--- config.mk ---
export PLATFORM = sky130hd
export DESIGN_NAME = radio_frame_fletcher_checker_core
export DESIGN_NICKNAME = d
export VERILOG_FILES = /design/src/hdl/rffc_pkg.sv /design/src/hdl/radio_frame_fletcher_checker_core.sv
export SDC_FILE = /design/constraint.sdc
export NUM_CORES = 1
export LEC_CHECK = 0
export ABC_AREA = 1
export BUFFER_PORTS_ARGS = -buffer_cell sky130_fd_sc_hd__buf_4
export CAP_MARGIN = 20
export CORE_ASPECT_RATIO = 0.6
export CORE_UTILIZATION = 50
export DETAILED_ROUTE_END_ITERATION = 16
export PLACE_DENSITY = 0.74
export SLEW_MARGIN = 20
export SYNTH_ARGS = -nofsm -noshare
export SYNTH_HDL_FRONTEND = slang
export SYNTH_SLANG_ARGS = --single-unit
--- constraint.sdc ---
create_clock -name clk_i -period 3.56 [get_ports clk_i]
set_clock_uncertainty 0.2 [all_clocks]
set_input_delay 0.356 -clock clk_i [delete_from_list [all_inputs] [get_ports clk_i]]
set_output_delay 0.356 -clock clk_i [all_outputs]
set_load 0.05 [all_outputs]
--- src/hdl/rffc_pkg.sv ---
package rffc_pkg;

  // configuration register indexes
  localparam int unsigned CfgIdxW = 1;
  localparam logic [CfgIdxW-1:0] CfgStationAddress = 1'b0;
  localparam logic [CfgIdxW-1:0] CfgExpectedFrameType = 1'b1;
  localparam int unsigned CfgDataW = 16;

  // register reset values
  localparam logic [15:0] StationAddressReset = 16'h0000;
  localparam logic [7:0] ExpectedFrameTypeReset = 8'h02;

  // frame layout
  localparam logic [7:0] MinFrameLength = 8'd7;
  localparam logic [7:0] PosAddrHigh = 8'd0;
  localparam logic [7:0] PosAddrLow = 8'd1;
  localparam logic [7:0] PosFrameType = 8'd2;
  localparam logic [7:0] PosLength = 8'd4;
  localparam logic [7:0] LastHeaderPos = 8'd4;
  localparam logic [8:0] TrailerBytes = 9'd2;

  // stream widths
  localparam int unsigned InDataW = 8;
  localparam int unsigned OutDataW = 24;

  // header and checksum flags kept through a frame
  typedef struct packed {
    logic sum_a_match;
    logic type_match;
    logic address_match;
  } hdr_flags_t;

  // one verdict
  typedef struct packed {
    logic [7:0] sum_b_out;
    logic [7:0] sum_a_out;
    logic       length_error;
    logic       checksum_match;
    logic       type_match;
    logic       address_match;
    logic       frame_ok;
  } verdict_t;

endpackage

--- src/hdl/radio_frame_fletcher_checker_core.sv ---
// channel   | direction | tdata (low bit up)                         | tuser
// s_axis    | in        | rx_byte[7:0]                               | frame_start
// m_axis    | out       | frame_ok, address_match, type_match,       | -
//           |           | checksum_match, length_error, sum_a_out,   |
//           |           | sum_b_out, three zero bits                 |
// cfg       | in        | cfg_we_i, cfg_addr_i, cfg_wdata_i[15:0]     | -
//
// one byte per cycle unless stalled: each byte takes a single pass through the
// frame state and the two 8-bit Fletcher adders; a verdict is registered in the
// result register on the closing byte (or the length byte if short).
// reset clears frame state and the valid flag and loads configuration defaults.
// a pending verdict stalls input only while m_axis_tready is low.
module radio_frame_fletcher_checker_core (
  input  logic                                clk_i,
  input  logic                                rst_ni,
  // input bytes
  input  logic                                s_axis_tvalid,
  output logic                                s_axis_tready,
  input  logic [rffc_pkg::InDataW-1:0]        s_axis_tdata,  // rx_byte[7:0]
  input  logic                                s_axis_tuser,  // frame_start
  // verdicts
  output logic                                m_axis_tvalid,
  input  logic                                m_axis_tready,
  // frame_ok, address_match, type_match, checksum_match, length_error,
  // sum_a_out[7:0], sum_b_out[7:0], zero padding
  output logic [rffc_pkg::OutDataW-1:0]       m_axis_tdata,
  // configuration writes
  input  logic                                cfg_we_i,
  input  logic [rffc_pkg::CfgIdxW-1:0]        cfg_addr_i,
  input  logic [rffc_pkg::CfgDataW-1:0]       cfg_wdata_i
);

  // configuration registers
  logic [15:0] station_address_q;
  logic [7:0]  expected_frame_type_q;

  // frame state
  logic [7:0]           byte_pos_q, byte_pos_d;
  logic [7:0]           frame_len_q, frame_len_d;
  logic [7:0]           sum_a_q, sum_a_d;
  logic [7:0]           sum_b_q, sum_b_d;
  logic [7:0]           addr_hi_q, addr_hi_d;
  rffc_pkg::hdr_flags_t flags_q, flags_d;
  logic                 active_q, active_d;

  // result register
  logic               out_valid_q, out_valid_d;
  rffc_pkg::verdict_t verdict_q, verdict_d;

  logic               in_accept;
  logic               emit;
  rffc_pkg::verdict_t emit_verdict;

  // working copies after a start marker
  logic [7:0]           cur_pos;
  logic [7:0]           cur_len;
  logic [7:0]           cur_a;
  logic [7:0]           cur_b;
  logic [7:0]           cur_hi;
  rffc_pkg::hdr_flags_t cur_flags;
  logic                 cur_active;
  logic [7:0]           rx_byte;
  logic [7:0]           add_a;
  logic [7:0]           add_b;
  logic [8:0]           pos_plus_trailer;
  logic                 ck_match;

  assign rx_byte = s_axis_tdata;

  // accept whenever the result register is free or draining
  assign s_axis_tready = !out_valid_q || m_axis_tready;
  assign in_accept = s_axis_tvalid && s_axis_tready;

  // configuration write
  always_ff @(posedge clk_i or negedge rst_ni) begin
    if (!rst_ni) begin
      station_address_q <= rffc_pkg::StationAddressReset;
      expected_frame_type_q <= rffc_pkg::ExpectedFrameTypeReset;
    end else if (cfg_we_i) begin
      case (cfg_addr_i)
        rffc_pkg::CfgStationAddress: station_address_q <= cfg_wdata_i;
        rffc_pkg::CfgExpectedFrameType: expected_frame_type_q <= cfg_wdata_i[7:0];
        default: ;
      endcase
    end
  end

  // state seen by this byte, cleared by a start marker
  always_comb begin
    if (s_axis_tuser) begin
      cur_pos = '0;
      cur_len = '0;
      cur_a = '0;
      cur_b = '0;
      cur_hi = '0;
      cur_flags = '0;
      cur_active = 1'b1;
    end else begin
      cur_pos = byte_pos_q;
      cur_len = frame_len_q;
      cur_a = sum_a_q;
      cur_b = sum_b_q;
      cur_hi = addr_hi_q;
      cur_flags = flags_q;
      cur_active = active_q;
    end
  end

  // fletcher adders
  assign add_a = cur_a + rx_byte;
  assign add_b = cur_b + add_a;
  assign pos_plus_trailer = {1'b0, cur_pos} + rffc_pkg::TrailerBytes;
  assign ck_match = cur_flags.sum_a_match && (rx_byte == cur_b);

  // per-byte frame step
  always_comb begin
    byte_pos_d = byte_pos_q;
    frame_len_d = frame_len_q;
    sum_a_d = sum_a_q;
    sum_b_d = sum_b_q;
    addr_hi_d = addr_hi_q;
    flags_d = flags_q;
    active_d = active_q;
    emit = 1'b0;
    emit_verdict = '0;

    if (in_accept) begin
      byte_pos_d = cur_pos;
      frame_len_d = cur_len;
      sum_a_d = cur_a;
      sum_b_d = cur_b;
      addr_hi_d = cur_hi;
      flags_d = cur_flags;
      active_d = cur_active;

      if (cur_active) begin
        byte_pos_d = cur_pos + 8'd1;
        if (cur_pos <= rffc_pkg::LastHeaderPos) begin
          // header bytes, covered by the sums unless the length is short
          sum_a_d = add_a;
          sum_b_d = add_b;
          case (cur_pos)
            rffc_pkg::PosAddrHigh: addr_hi_d = rx_byte;
            rffc_pkg::PosAddrLow: begin
              if ({cur_hi, rx_byte} == station_address_q) begin
                flags_d.address_match = 1'b1;
              end
            end
            rffc_pkg::PosFrameType: begin
              if (rx_byte == expected_frame_type_q) begin
                flags_d.type_match = 1'b1;
              end
            end
            rffc_pkg::PosLength: begin
              frame_len_d = rx_byte;
              if (rx_byte < rffc_pkg::MinFrameLength) begin
                // short frame: reject at once, sums untouched
                sum_a_d = cur_a;
                sum_b_d = cur_b;
                active_d = 1'b0;
                emit = 1'b1;
                emit_verdict.length_error = 1'b1;
                emit_verdict.address_match = cur_flags.address_match;
                emit_verdict.type_match = cur_flags.type_match;
              end
            end
            default: ;
          endcase
        end else if (pos_plus_trailer < {1'b0, cur_len}) begin
          // payload byte
          sum_a_d = add_a;
          sum_b_d = add_b;
        end else if (pos_plus_trailer == {1'b0, cur_len}) begin
          // first checksum byte carries sum a
          if (rx_byte == cur_a) begin
            flags_d.sum_a_match = 1'b1;
          end
        end else begin
          // last byte carries sum b
          active_d = 1'b0;
          emit = 1'b1;
          emit_verdict.checksum_match = ck_match;
          emit_verdict.address_match = cur_flags.address_match;
          emit_verdict.type_match = cur_flags.type_match;
          emit_verdict.frame_ok = ck_match && cur_flags.address_match &&
                                  cur_flags.type_match;
          emit_verdict.sum_a_out = cur_a;
          emit_verdict.sum_b_out = cur_b;
        end
      end
    end
  end

  // result register update
  always_comb begin
    out_valid_d = out_valid_q;
    verdict_d = verdict_q;
    if (m_axis_tready) begin
      out_valid_d = 1'b0;
    end
    if (emit) begin
      out_valid_d = 1'b1;
      verdict_d = emit_verdict;
    end
  end

  // frame state and control registers
  always_ff @(posedge clk_i or negedge rst_ni) begin
    if (!rst_ni) begin
      byte_pos_q <= '0;
      frame_len_q <= '0;
      sum_a_q <= '0;
      sum_b_q <= '0;
      addr_hi_q <= '0;
      flags_q <= '0;
      active_q <= 1'b0;
      out_valid_q <= 1'b0;
    end else begin
      byte_pos_q <= byte_pos_d;
      frame_len_q <= frame_len_d;
      sum_a_q <= sum_a_d;
      sum_b_q <= sum_b_d;
      addr_hi_q <= addr_hi_d;
      flags_q <= flags_d;
      active_q <= active_d;
      out_valid_q <= out_valid_d;
    end
  end

  // verdict payload
  always_ff @(posedge clk_i) begin
    verdict_q <= verdict_d;
  end

  assign m_axis_tvalid = out_valid_q;
  assign m_axis_tdata = {{(rffc_pkg::OutDataW - $bits(rffc_pkg::verdict_t)){1'b0}},
                         verdict_q};

endmodule

==> metrics.txt, run 1 <==
result of the run=completed; global-route wire length before repair=23.35 mm; DRC viols=0; synthesized instance count=687; Worst-Skew Late Latency=0.35 ns; Setup Crit Path Kind=flip-flop to flip-flop; full die area=about 11000 µm²; share of layout cells above drive strength 1=13.88%; summed area of non-filler cells in the final layout=about 6300 µm²; dpl cell area=between 5000 and 6000 µm²; die width=between 100 and 150 µm; starting density of the core=between 50% and 60%; CTS buffer count=9; total I/O pin count=57; critical register-to-register path endpoint=sum_b_q[6]$_DFFE_PN0P_; Min Clock Period, post-route=~3.3 ns; number of cells traversed by the worst hold path=2; Crit Reg-Reg Startpoint=sum_a_q[2]$_DFFE_PN0P_; count of different cell masters after synthesis=45; critical path peak fanout=5; total iterations of the first detailed-routing run=5; Slew Viols, Final=0; max-capacitance violation count=0; post-synthesis async set-or-reset flop share=between 70 and 80%; Critical Path Source Type=flip-flop; Cell Pwr Density=563.2 nW/µm²; final net count=roughly 800; Data required, critical path=around 3.6 ns; Final setup violation count=0; maximum number of pins on one net before global-route repair=70; count of final hold-check violations=0; register bit count reported by yosys=90; Max-Slew Margin vs Limit=about two fifths; worst supply voltage drop on vdd=0.3179 mV; aggregate global-route resource usage=between 20% and 30%; period utilisation layout=92.21%; number of global-route vias before repair=around 4600; Vias=between 4000 and 5000; global-route track usage on met2=37.70%; sum of negative setup slack=0 ns; clock tree from TritonCTS=done; commonest register cell after synthesis=sky130_fd_sc_hd__dfrtp_1; wire length reported by the detailed router=about 14 mm; library cell occupying the most area in the post-synthesis netlist=sky130_fd_sc_hd__dfrtp_1; worst-case clock buffer depth=2; met1 demand-to-capacity share in global routing=about two fifths; slew at the pin closest to its max-slew limit=between 0.9 and 1 ns; multi-input gate area in the final layout=2696 µm²; worst min-delay path endpoint=station_address_q[14]$_DFFE_PN0P_; HPWL Detailed=between 10 and 15 mm; final-layout fill cell count=approximately 960; M3 GR Usage=under 10%; cells taking the most area after synthesis=sky130_fd_sc_hd__dfrtp_1, sky130_fd_sc_hd__nand2_1, sky130_fd_sc_hd__edfxtp_1, sky130_fd_sc_hd__ha_1, sky130_fd_sc_hd__inv_1; input/output buffers=between 50 and 60; number of antenna violations at the first check in global routing=0; synthesized area per cell=~8.0 µm²; CTS Root Cell=sky130_fd_sc_hd__clkbuf_16; H-Tree Depth=3; Clock Pin Slew Worst Setup and Hold Paths=~0.070 ns; cell depth of the worst flop-to-flop path=15; post-synth top area share=between 30 and 40%; RSZ-0062 raised after global routing=no; diodes inserted=0; remaining global-route overflow=0; area growth from synthesis to layout=15.29%; achievable clock frequency=~0.30 GHz; weighted congestion at the end of routability-driven global placement=0.9783; Worst Path Arrival=roughly 3.3 ns; utilization of the core after routing=59.54%; via-per-instance ratio=5.580; register-to-register setup slack=roughly 0.28 ns; total standard cell area after synthesis=roughly 5500 µm²; # rows=29; clock sink count=90; source of the worst hold timing path=cfg_wdata_i[14]; Pleak=between 3 and 4 nW; area used by sequential logic in the layout=between 2000 and 2500 µm²; YS warnings=0; class of the most critical hold timing path=input port to flip-flop; CP endpoint kind=flip-flop; vertical extent of the die=83.17 µm; layer with the highest usage after global routing=met1; number of flops mapped to enable cells by yosys=21; routed length per placed instance=around 16 µm; overall power of the completed layout=between 3 and 4 mW; number of design-rule violations left by the first detailed-router iteration=approximately 520; Core Box Area=10630 µm²; sequential share of the synthesized area=between 40% and 50%; DRT antenna net count=0
## synthesized netlist by cell type (all sizes together), types with 2 or more instances
| cell type | instances |
|---|---|
| a21oi | 32 |
| a221oi | 2 |
| a31oi | 2 |
| buf | 14 |
| clkbuf | 12 |
| clkinv | 2 |
| dfrtp | 68 |
| edfxtp | 21 |
| fa | 2 |
| ha | 28 |
| inv | 78 |
| mux2 | 5 |
| nand2 | 201 |
| nand3 | 25 |
| nand4 | 11 |
| nor2 | 53 |
| nor3 | 11 |
| nor4 | 3 |
| o2111ai | 2 |
| o211ai | 14 |
| o21ai | 49 |
| o22ai | 6 |
| or2 | 3 |
| xnor2 | 12 |
| xor2 | 23 |
## layout by cell type (no fill, tap or decap), drive strengths merged, types with 2 or more instances in the layout
master / n
nand2: 201
inv: 80
dfrtp: 68
buf: 62
nor2: 53
o21ai: 49
a21oi: 32
ha: 28
nand3: 25
xor2: 23
edfxtp: 21
o211ai: 14
xnor2: 12
nor3: 11
nand4: 11
clkbuf: 10
o22ai: 6
mux2: 5
clkinv: 5
or2: 3
nor4: 3
conb: 3
a31oi: 2
o2111ai: 2
a221oi: 2
fa: 2
## cell families (layout without fill, tap and decap cells)
family	count (synthesis)	in the layout	share of synthesized area [%]
other cells	1	3	0.06830
compound gates	110	110	11.33
simple gates	310	310	23.79
fa+ha+maj	30	30	7.110
flops	90	90	42.96
buf+inv	106	159	8.136
mux	5	5	1.025
xor+xnor	35	35	5.583
## metrics by stage
step / hold slack, ns / setup slack (ns) / instances
final: 0.03546 / 0.2772 / 881
after global placement: 0.2619 / 0.1982 / 863
after global routing: 0.03384 / 0.03816 / 881
after detailed placement: 0.2655 / 0.06081 / 863
after CTS: 0.03271 / 0.2904 / 880
after floorplan: -0.1396 / 0.09078 / 689
## critical path, cell delays in order, from the launching register on
cell and delay, ns:
sky130_fd_sc_hd__dfrtp_1 0.39, sky130_fd_sc_hd__nand2_1 0.13, sky130_fd_sc_hd__inv_1 0.06, sky130_fd_sc_hd__ha_1 0.32, sky130_fd_sc_hd__or2_2 0.33, sky130_fd_sc_hd__and2_1 0.20, sky130_fd_sc_hd__xor2_1 0.32, sky130_fd_sc_hd__ha_1 0.36
sky130_fd_sc_hd__a21oi_1 0.16, sky130_fd_sc_hd__nand2_1 0.09, sky130_fd_sc_hd__a21oi_1 0.13, sky130_fd_sc_hd__nor2_1 0.05, sky130_fd_sc_hd__nor2_1 0.11, sky130_fd_sc_hd__xnor2_1 0.10, sky130_fd_sc_hd__o21ai_0 0.15, sky130_fd_sc_hd__nand2_1 0.07
## per-layer routing
metal / vias up / part of all wire, %
li1: 2344 / -
met1: 2299 / 48
met2: 235 / 40
met3: 38 / 9.7
met4: 0 / 2.2
met5: - / 0
## where the power goes
part	internal, mW	switching, mW
clock	0.593	0.426
sequential	1.22	0.0966
combinational	0.446	0.778
total	2.26	1.30
## state kept, by name (all words and copies together) (netlist names)
signal / count
sum_a_q: 8
frame_len_q: 8
addr_hi_q: 8
station_address_q: 16
sum_b_q: 8
active_q: 1
m_axis_tdata: 21
m_axis_tvalid: 1
expected_frame_type_q: 8
byte_pos_q: 8
flags_q: 3
## worst max-delay path by stage
stage                                   to  slack, ns              startpoint
floorplan           sum_b_q[7]$_DFFE_PN0P_       0.09            s_axis_tuser
global placement    sum_b_q[7]$_DFFE_PN0P_       0.20            s_axis_tuser
detailed placement  sum_b_q[7]$_DFFE_PN0P_       0.06            s_axis_tuser
CTS                 sum_b_q[7]$_DFFE_PN0P_       0.29  sum_a_q[2]$_DFFE_PN0P_
global route        sum_b_q[7]$_DFFE_PN0P_       0.04  sum_a_q[2]$_DFFE_PN0P_
finish              sum_b_q[6]$_DFFE_PN0P_       0.28  sum_a_q[2]$_DFFE_PN0P_
## cell type report
| class | instances | area share, % |
|---|---|---|
| flip-flops and latches | 90 | 37.26 |
| clock inverters | 6 | 1.107 |
| well taps | 139 | 2.748 |
| clock buffers | 10 | 3.953 |
| repair buffers | 63 | 7.511 |
| inverters | 80 | 4.823 |
| multi-input cells | 493 | 42.60 |
## repair_timing
action	CTS	global route
hold buffers	1	0
resized for setup	0	1
endpoints found under the hold margin	68	0
buffers inserted	0	1
endpoints found under the setup margin	0	1
Power figures use the tool's default switching activity.
==> run 2: changes to the inputs <==
REMOVE_ABC_BUFFERS = 1   (was unset)
==> run 2 against run 1 <==
Critical path depth did not move. Non-clock buffer count rose by 3. Sequential power barely moved. Global-route usage rose by 0.17 points. Clock power fell by 8%. Total power fell by 2.3%. Clock-buffer cell count did not move. Worst setup slack improved by 0.027 ns. Worst hold slack got worse by 0.0018 ns. Core utilization barely moved. Critical endpoint unchanged. Largest power group unchanged.
==> metrics.txt, run 2 (synthesized netlist as in run 1, its figures left out) <==
routed length per placed instance=16.27 µm (was 16.15 µm); Worst Path Arrival=3.28 ns (was 3.31 ns); most common cell after layout, fill and taps aside=sky130_fd_sc_hd__nand2_1 (unchanged); Vias=4822 (was 4916); overall power of the completed layout=3.484 mW (was 3.565 mW); via-per-instance ratio=5.455 (was 5.580); max-capacitance violation count=0 (unchanged); maximum number of pins on one net before global-route repair=70 (unchanged); sequence of cells on the critical path=nand2_1 -> inv_1 -> ha_1 -> or2_2 -> and2_1 -> xor2_1 -> ha_1 -> a21oi_1 -> nand2_1 -> a21oi_1 -> nor2_1 -> nor2_1 -> xnor2_1 -> o21ai_0 -> nand2_1 (unchanged); Pleak=3.235 nW (was 3.234 nW); clock sink count=90 (unchanged); Core Box Area=10630 µm² (unchanged); starting density of the core=51.64% (unchanged); CP endpoint kind=flip-flop (unchanged); share of layout cells above drive strength 1=13.96% (was 13.88%); worst supply voltage drop on vdd=0.2783 mV (was 0.3179 mV); largest stage delay on the critical path=0.39 ns (about the same); final-layout fill cell count=930 (was 956); count of final hold-check violations=0 (unchanged); number of design-rule violations left by the first detailed-router iteration=457 (was 516); CTS buffer count=9 (unchanged); achievable clock frequency=0.3071 GHz (was 0.3046 GHz); class of the most critical hold timing path=input port to flip-flop (unchanged); Cell Pwr Density=550.8 nW/µm² (was 563.2 nW/µm²); post-route insts no fill=884 (was 881); Data required, critical path=3.59 ns (about the same); RSZ-0062 raised after global routing=no (unchanged); area growth from synthesis to layout=15.20% (was 15.29%); critical path peak fanout=5 (unchanged); CTS Root Cell=sky130_fd_sc_hd__clkbuf_16 (unchanged); DRT antenna net count=0 (unchanged); Max-Slew Margin vs Limit=40.91% (was 39.91%); total iterations of the first detailed-routing run=6 (was 5); HPWL Detailed=10.42 mm (was 10.24 mm); slowest cell on the critical path=sky130_fd_sc_hd__dfrtp_1 (unchanged); input/output buffers=53 (unchanged); vertical extent of the die=83.17 µm (unchanged); Slew Viols, Final=0 (unchanged); CP bufs+invs=1 (unchanged); weighted congestion at the end of routability-driven global placement=0.9507 (was 0.9783); max reg flops=21 (unchanged); remaining global-route overflow=0 (unchanged); post-cts repair resize count=0 (unchanged); wire length reported by the detailed router=14.39 mm (was 14.22 mm); Worst path most repeated cell=sky130_fd_sc_hd__nand2_1 (unchanged); total I/O pin count=57 (unchanged); post-CTS setup-driven buffer insertion count=0 (unchanged); number of placed instances, taps included=867 (was 863); H-Tree Depth=3 (unchanged); period utilisation layout=91.47% (was 92.21%); clock tree from TritonCTS=done (unchanged); commonest cells after routing, fill and taps aside=sky130_fd_sc_hd__nand2_1, sky130_fd_sc_hd__inv_1, sky130_fd_sc_hd__dfrtp_1 (unchanged); Final setup violation count=0 (unchanged); slew at the pin closest to its max-slew limit=0.8864 ns (was 0.9013 ns); aggregate global-route resource usage=27.04% (was 26.87%); number of global-route vias before repair=4620 (was 4607); cell family with most CP delay=simple AND/OR/NAND/NOR gates (unchanged); area used by sequential logic in the layout=2359 µm² (unchanged); number of cells traversed by the worst hold path=2 (unchanged); global-route wire length before repair=23.45 mm (was 23.35 mm); die width=137.3 µm (unchanged); sum of negative setup slack=0 ns (unchanged); diodes inserted=0 (unchanged); # rows=29 (unchanged); DRC viols=0 (unchanged); result of the run=completed (unchanged); number of buffers inserted for hold repair after clock tree synthesis=1 (unchanged); Critical Path Stages=15 (unchanged); full die area=11420 µm² (unchanged); number of antenna violations at the first check in global routing=0 (unchanged); final net count=801 (was 798); multi-input gate area in the final layout=2693 µm² (was 2696 µm²); cell depth of the worst flop-to-flop path=15 (unchanged); Setup Crit Path Kind=flip-flop to flip-flop (unchanged); Worst-Skew Late Latency=0.35 ns (about the same); worst-case clock buffer depth=2 (unchanged); Min Clock Period, post-route=3.256 ns (was 3.283 ns); Critical Path Source Type=flip-flop (unchanged); Clock Pin Slew Worst Setup and Hold Paths=0.07 ns (about the same)
[run 2: stage by stage]
stage / area (µm²) / worst slack, ns / hold slack, ns / utilization (%)
global route: 6325 / 0.05109 / 0.03146 / 59.49
global placement: 6031 / 0.2626 / 0.2613 / 56.73
CTS: 6325 / 0.3356 / 0.02559 / 59.49
floorplan: 5356 / -0.3697 / -0.1396 / -
finish: 6325 / 0.3038 / 0.03363 / 59.49
detailed placement: 6031 / 0.1972 / 0.2657 / 56.73
[run 2: final cells by class]
type                       instances  area share [%]
clock buffer                      10           3.620
clock inverter                     6          0.8704
inverter                          80           4.827
multi-input combinational        493           42.57
sequential                        90           37.29
tap                              139           2.750
timing repair buffer              66           8.071
[run 2: worst register-to-register path, stage by stage, from the launching register on]
cell and delay (ns):
sky130_fd_sc_hd__dfrtp_1 0.39, sky130_fd_sc_hd__nand2_1 0.11, sky130_fd_sc_hd__inv_1 0.05, sky130_fd_sc_hd__ha_1 0.32, sky130_fd_sc_hd__or2_2 0.32, sky130_fd_sc_hd__and2_1 0.19
sky130_fd_sc_hd__xor2_1 0.24, sky130_fd_sc_hd__ha_1 0.35, sky130_fd_sc_hd__a21oi_1 0.17, sky130_fd_sc_hd__nand2_1 0.09, sky130_fd_sc_hd__a21oi_1 0.14, sky130_fd_sc_hd__nor2_1 0.06
sky130_fd_sc_hd__nor2_1 0.13, sky130_fd_sc_hd__xnor2_1 0.09, sky130_fd_sc_hd__o21ai_0 0.21, sky130_fd_sc_hd__nand2_1 0.09
[run 2: report_power, final]
| group | switching, mW | leakage, nW | internal, mW |
|---|---|---|---|
| sequential | 0.0945 | 1.09 | 1.22 |
| combinational | 0.774 | 2.00 | 0.451 |
| clock | 0.448 | 0.142 | 0.492 |
[run 2: path summary, 6_finish.rpt]
| check | to | start | slack, ns |
|---|---|---|---|
| max | sum_b_q[6]$_DFFE_PN0P_ | sum_a_q[2]$_DFFE_PN0P_ | 0.30 |
| min | station_address_q[11]$_DFFE_PN0P_ | cfg_wdata_i[11] | 0.03 |
| max reg2reg | sum_b_q[6]$_DFFE_PN0P_ | sum_a_q[2]$_DFFE_PN0P_ | 0.30 |
| min reg2reg | frame_len_q[7]$_DFFE_PN0P_ | frame_len_q[7]$_DFFE_PN0P_ | 0.28 |
| max in group asynchronous | sum_b_q[3]$_DFFE_PN0P_ | rst_ni | 2.10 |
| min in group asynchronous | byte_pos_q[6]$_DFFE_PN0P_ | rst_ni | 0.47 |
[run 2: routing by layer]
metal | vias to the layer above | GRT usage [%] | wire length (µm)
met4 | 0 | 8.292 | 279
met2 | 208 | 37.14 | 5805
met5 | - | 0 | 0
met1 | 2242 | 41.91 | 7128
met3 | 28 | 5.800 | 1174
li1 | 2344 | - | -
==> run 3: changes to the inputs <==
CORE_MARGIN = 2   (was unset)
HOLD_SLACK_MARGIN = 0.12   (was unset)
==> run 3 against run 2 <==
Critical path depth grew 3. Clock power grew 4.3%. Non-clock buffer count grew 14. Worst hold slack gained 0.12 ns. Die area grew 3.9%. Cell count grew 1.6%. Sequential share of layout area shrank 0.96 points. Fmax grew 0.94%. Total power grew 2.0%. Sequential power is essentially flat. Combinational power is essentially flat. Clock-buffer cell count is the same. Critical endpoint is now sum_b_q[7]$_DFFE_PN0P_. Largest power group unchanged. Highest routed layer unchanged.
==> metrics.txt, run 3 (synthesized netlist as in run 1, its figures left out) <==
result of the run=completed (unchanged); wire length reported by the detailed router=14.59 mm (was 14.39 mm); final net count=815 (was 801); clock sink count=90 (unchanged); final hold slack=0.1574 ns (was 0.03363 ns); CTS Root Cell=sky130_fd_sc_hd__clkbuf_16 (unchanged); Max-Slew Margin vs Limit=39.53% (was 40.91%); maximum number of pins on one net before global-route repair=70 (unchanged); global-route wire length before repair=23.84 mm (was 23.45 mm); Worst-Skew Late Latency=0.35 ns (about the same); total I/O pin count=57 (unchanged); Setup Crit Path Kind=flip-flop to flip-flop (unchanged); die width=139.3 µm (was 137.3 µm); slew at the pin closest to its max-slew limit=0.9071 ns (was 0.8864 ns); remaining global-route overflow=0 (unchanged); worst supply voltage drop on vdd=0.3012 mV (was 0.2783 mV); full die area=11860 µm² (was 11420 µm²); H-Tree Depth=3 (unchanged); final-layout fill cell count=931 (was 930); share of layout cells above drive strength 1=13.44% (was 13.96%); Switch Pwr=1.341 mW (was 1.316 mW); most common cell after layout, fill and taps aside=sky130_fd_sc_hd__nand2_1 (unchanged); worst-case clock buffer depth=2 (unchanged); Pleak=3.302 nW (was 3.235 nW); utilization of the core after routing=61.06% (was 59.49%); input/output buffers=53 (unchanged); number of design-rule violations left by the first detailed-router iteration=485 (was 457); sum of negative setup slack=0 ns (unchanged); vertical extent of the die=85.17 µm (was 83.17 µm); RSZ-0062 raised after global routing=no (unchanged); DRC viols=0 (unchanged); weighted congestion at the end of routability-driven global placement=0.9568 (was 0.9507); portion of total power attributed to combinational logic=35.2% (about the same); Critical Path Source Type=flip-flop (unchanged); max reg flops=21 (unchanged); achievable clock frequency=0.3100 GHz (was 0.3071 GHz); post-cts repair resize count=0 (unchanged); Sw Share=37.76% (was 37.79%); Core Box Area=10630 µm² (unchanged); critical path peak fanout=4 (was 5); starting density of the core=51.64% (unchanged); Vias=4930 (was 4822); Slew Viols, Final=0 (unchanged); # rows=29 (unchanged); clock network fraction of design power=27.6% (was 27.0%); Worst Path Arrival=3.25 ns (was 3.28 ns); diodes inserted=0 (unchanged); max-capacitance violation count=0 (unchanged); HPWL Detailed=10.47 mm (was 10.42 mm); number of global-route vias before repair=4639 (was 4620); CTS buffer count=9 (unchanged); total iterations of the first detailed-routing run=5 (was 6); Min Clock Period, post-route=3.226 ns (was 3.256 ns); Final setup violation count=0 (unchanged); class of the most critical hold timing path=input port to flip-flop (unchanged); CP endpoint kind=flip-flop (unchanged); aggregate global-route resource usage=25.50% (was 27.04%); sequential group share of total power=37.2% (was 37.9%); register-to-register setup slack=0.33 ns (was 0.30 ns); period utilisation layout=90.61% (was 91.47%); area growth from synthesis to layout=18.23% (was 15.20%); Cell Pwr Density=547.2 nW/µm² (was 550.8 nW/µm²); number of antenna violations at the first check in global routing=0 (unchanged); DRT antenna net count=0 (unchanged); count of final hold-check violations=0 (unchanged); via-per-instance ratio=5.490 (was 5.455); commonest cells after routing, fill and taps aside=sky130_fd_sc_hd__nand2_1, sky130_fd_sc_hd__inv_1, sky130_fd_sc_hd__dfrtp_1 (unchanged); cell-internal power=2.211 mW (was 2.167 mW); clock tree from TritonCTS=done (unchanged); routed length per placed instance=16.24 µm (was 16.27 µm); Data required, critical path=3.59 ns (about the same); Clock Pin Slew Worst Setup and Hold Paths=0.07 ns (about the same)
-- run 3: changes by cell type in the layout (fill, tap and decap cells not counted), sizes merged --
cell         before  now
buf              65   62
dlygate4sd3       1   18
-- run 3: layout make-up --
type,count,area (µm²),share of cell area (%)
multi-input cells,493,2693,41.48
flip-flops and latches,90,2359,36.33
repair buffers,80,658.1,10.14
inverters,80,305.3,4.703
clock buffers,10,250.2,3.855
well taps,139,173.9,2.679
clock inverters,6,52.55,0.8096
-- run 3: worst max-delay path, cell delays in order (launching register included) --
cell and delay, ns:
sky130_fd_sc_hd__dfrtp_1 0.39, sky130_fd_sc_hd__nand2_1 0.11, sky130_fd_sc_hd__inv_1 0.05, sky130_fd_sc_hd__ha_1 0.32, sky130_fd_sc_hd__or2_2 0.32, sky130_fd_sc_hd__and2_1 0.19, sky130_fd_sc_hd__a21oi_1 0.16, sky130_fd_sc_hd__xor2_1 0.20
sky130_fd_sc_hd__inv_1 0.09, sky130_fd_sc_hd__ha_1 0.33, sky130_fd_sc_hd__nand2_1 0.06, sky130_fd_sc_hd__nor2_1 0.10, sky130_fd_sc_hd__nand2_1 0.06, sky130_fd_sc_hd__nand3_1 0.14, sky130_fd_sc_hd__inv_1 0.05, sky130_fd_sc_hd__nand3_1 0.09
sky130_fd_sc_hd__nand2_1 0.06, sky130_fd_sc_hd__a21oi_1 0.13, sky130_fd_sc_hd__a21oi_1 0.08
-- run 3: final timing paths --
kind,startpoint,endpoint,depth (start not counted)
worst min-delay path,s_axis_tdata[3],frame_len_q[3]$_DFFE_PN0P_,3
worst min register to register,addr_hi_q[7]$_DFFE_PN0P_,addr_hi_q[7]$_DFFE_PN0P_,2
worst max-delay path,sum_a_q[2]$_DFFE_PN0P_,sum_b_q[7]$_DFFE_PN0P_,18
worst max register to register,sum_a_q[2]$_DFFE_PN0P_,sum_b_q[7]$_DFFE_PN0P_,18
max in group asynchronous,rst_ni,station_address_q[5]$_DFFE_PN0P_,2
min in group asynchronous,rst_ni,byte_pos_q[2]$_DFFE_PN0P_,2
-- run 3: routing by layer --
layer	global-route usage [%]	vias to the layer above	part of all wire (%)	wire length, µm
li1	-	2376	-	-
met1	39.48	2292	49	7085
met2	35.20	246	40	5830
met3	7.111	16	10	1520
met4	5.877	0	1.0	151
met5	0	-	0	0
-- run 3: power groups by stage --
stage / clock network (mW) / registers [mW] / logic, mW
final: 0.980 / 1.32 / 1.25
after global routing: 1.04 / 1.34 / 1.40
after CTS: 0.991 / 1.32 / 1.23
after detailed placement: 0 / 1.34 / 1.20
after global placement: 0 / 1.33 / 1.17
after floorplan: 0 / 1.32 / 0.863
-- run 3: metrics by stage --
stage                     setup WS [ns]  std cells  power [mW]  cell area (µm²)
final                            0.3341        898       3.552             6491
after global routing            0.04947        898       3.783             6491
after CTS                        0.3587        898       3.534             6491
after detailed placement         0.1090        864       2.535             6008
after global placement           0.1552        864       2.500             6008
after floorplan                 -0.3697        663       2.181             5356
-- run 3: timing repair --
action | in CTS | in global routing
endpoints found under the hold margin | 91 | 0
setup buffers | 0 | 0
hold buffers | 18 | 0
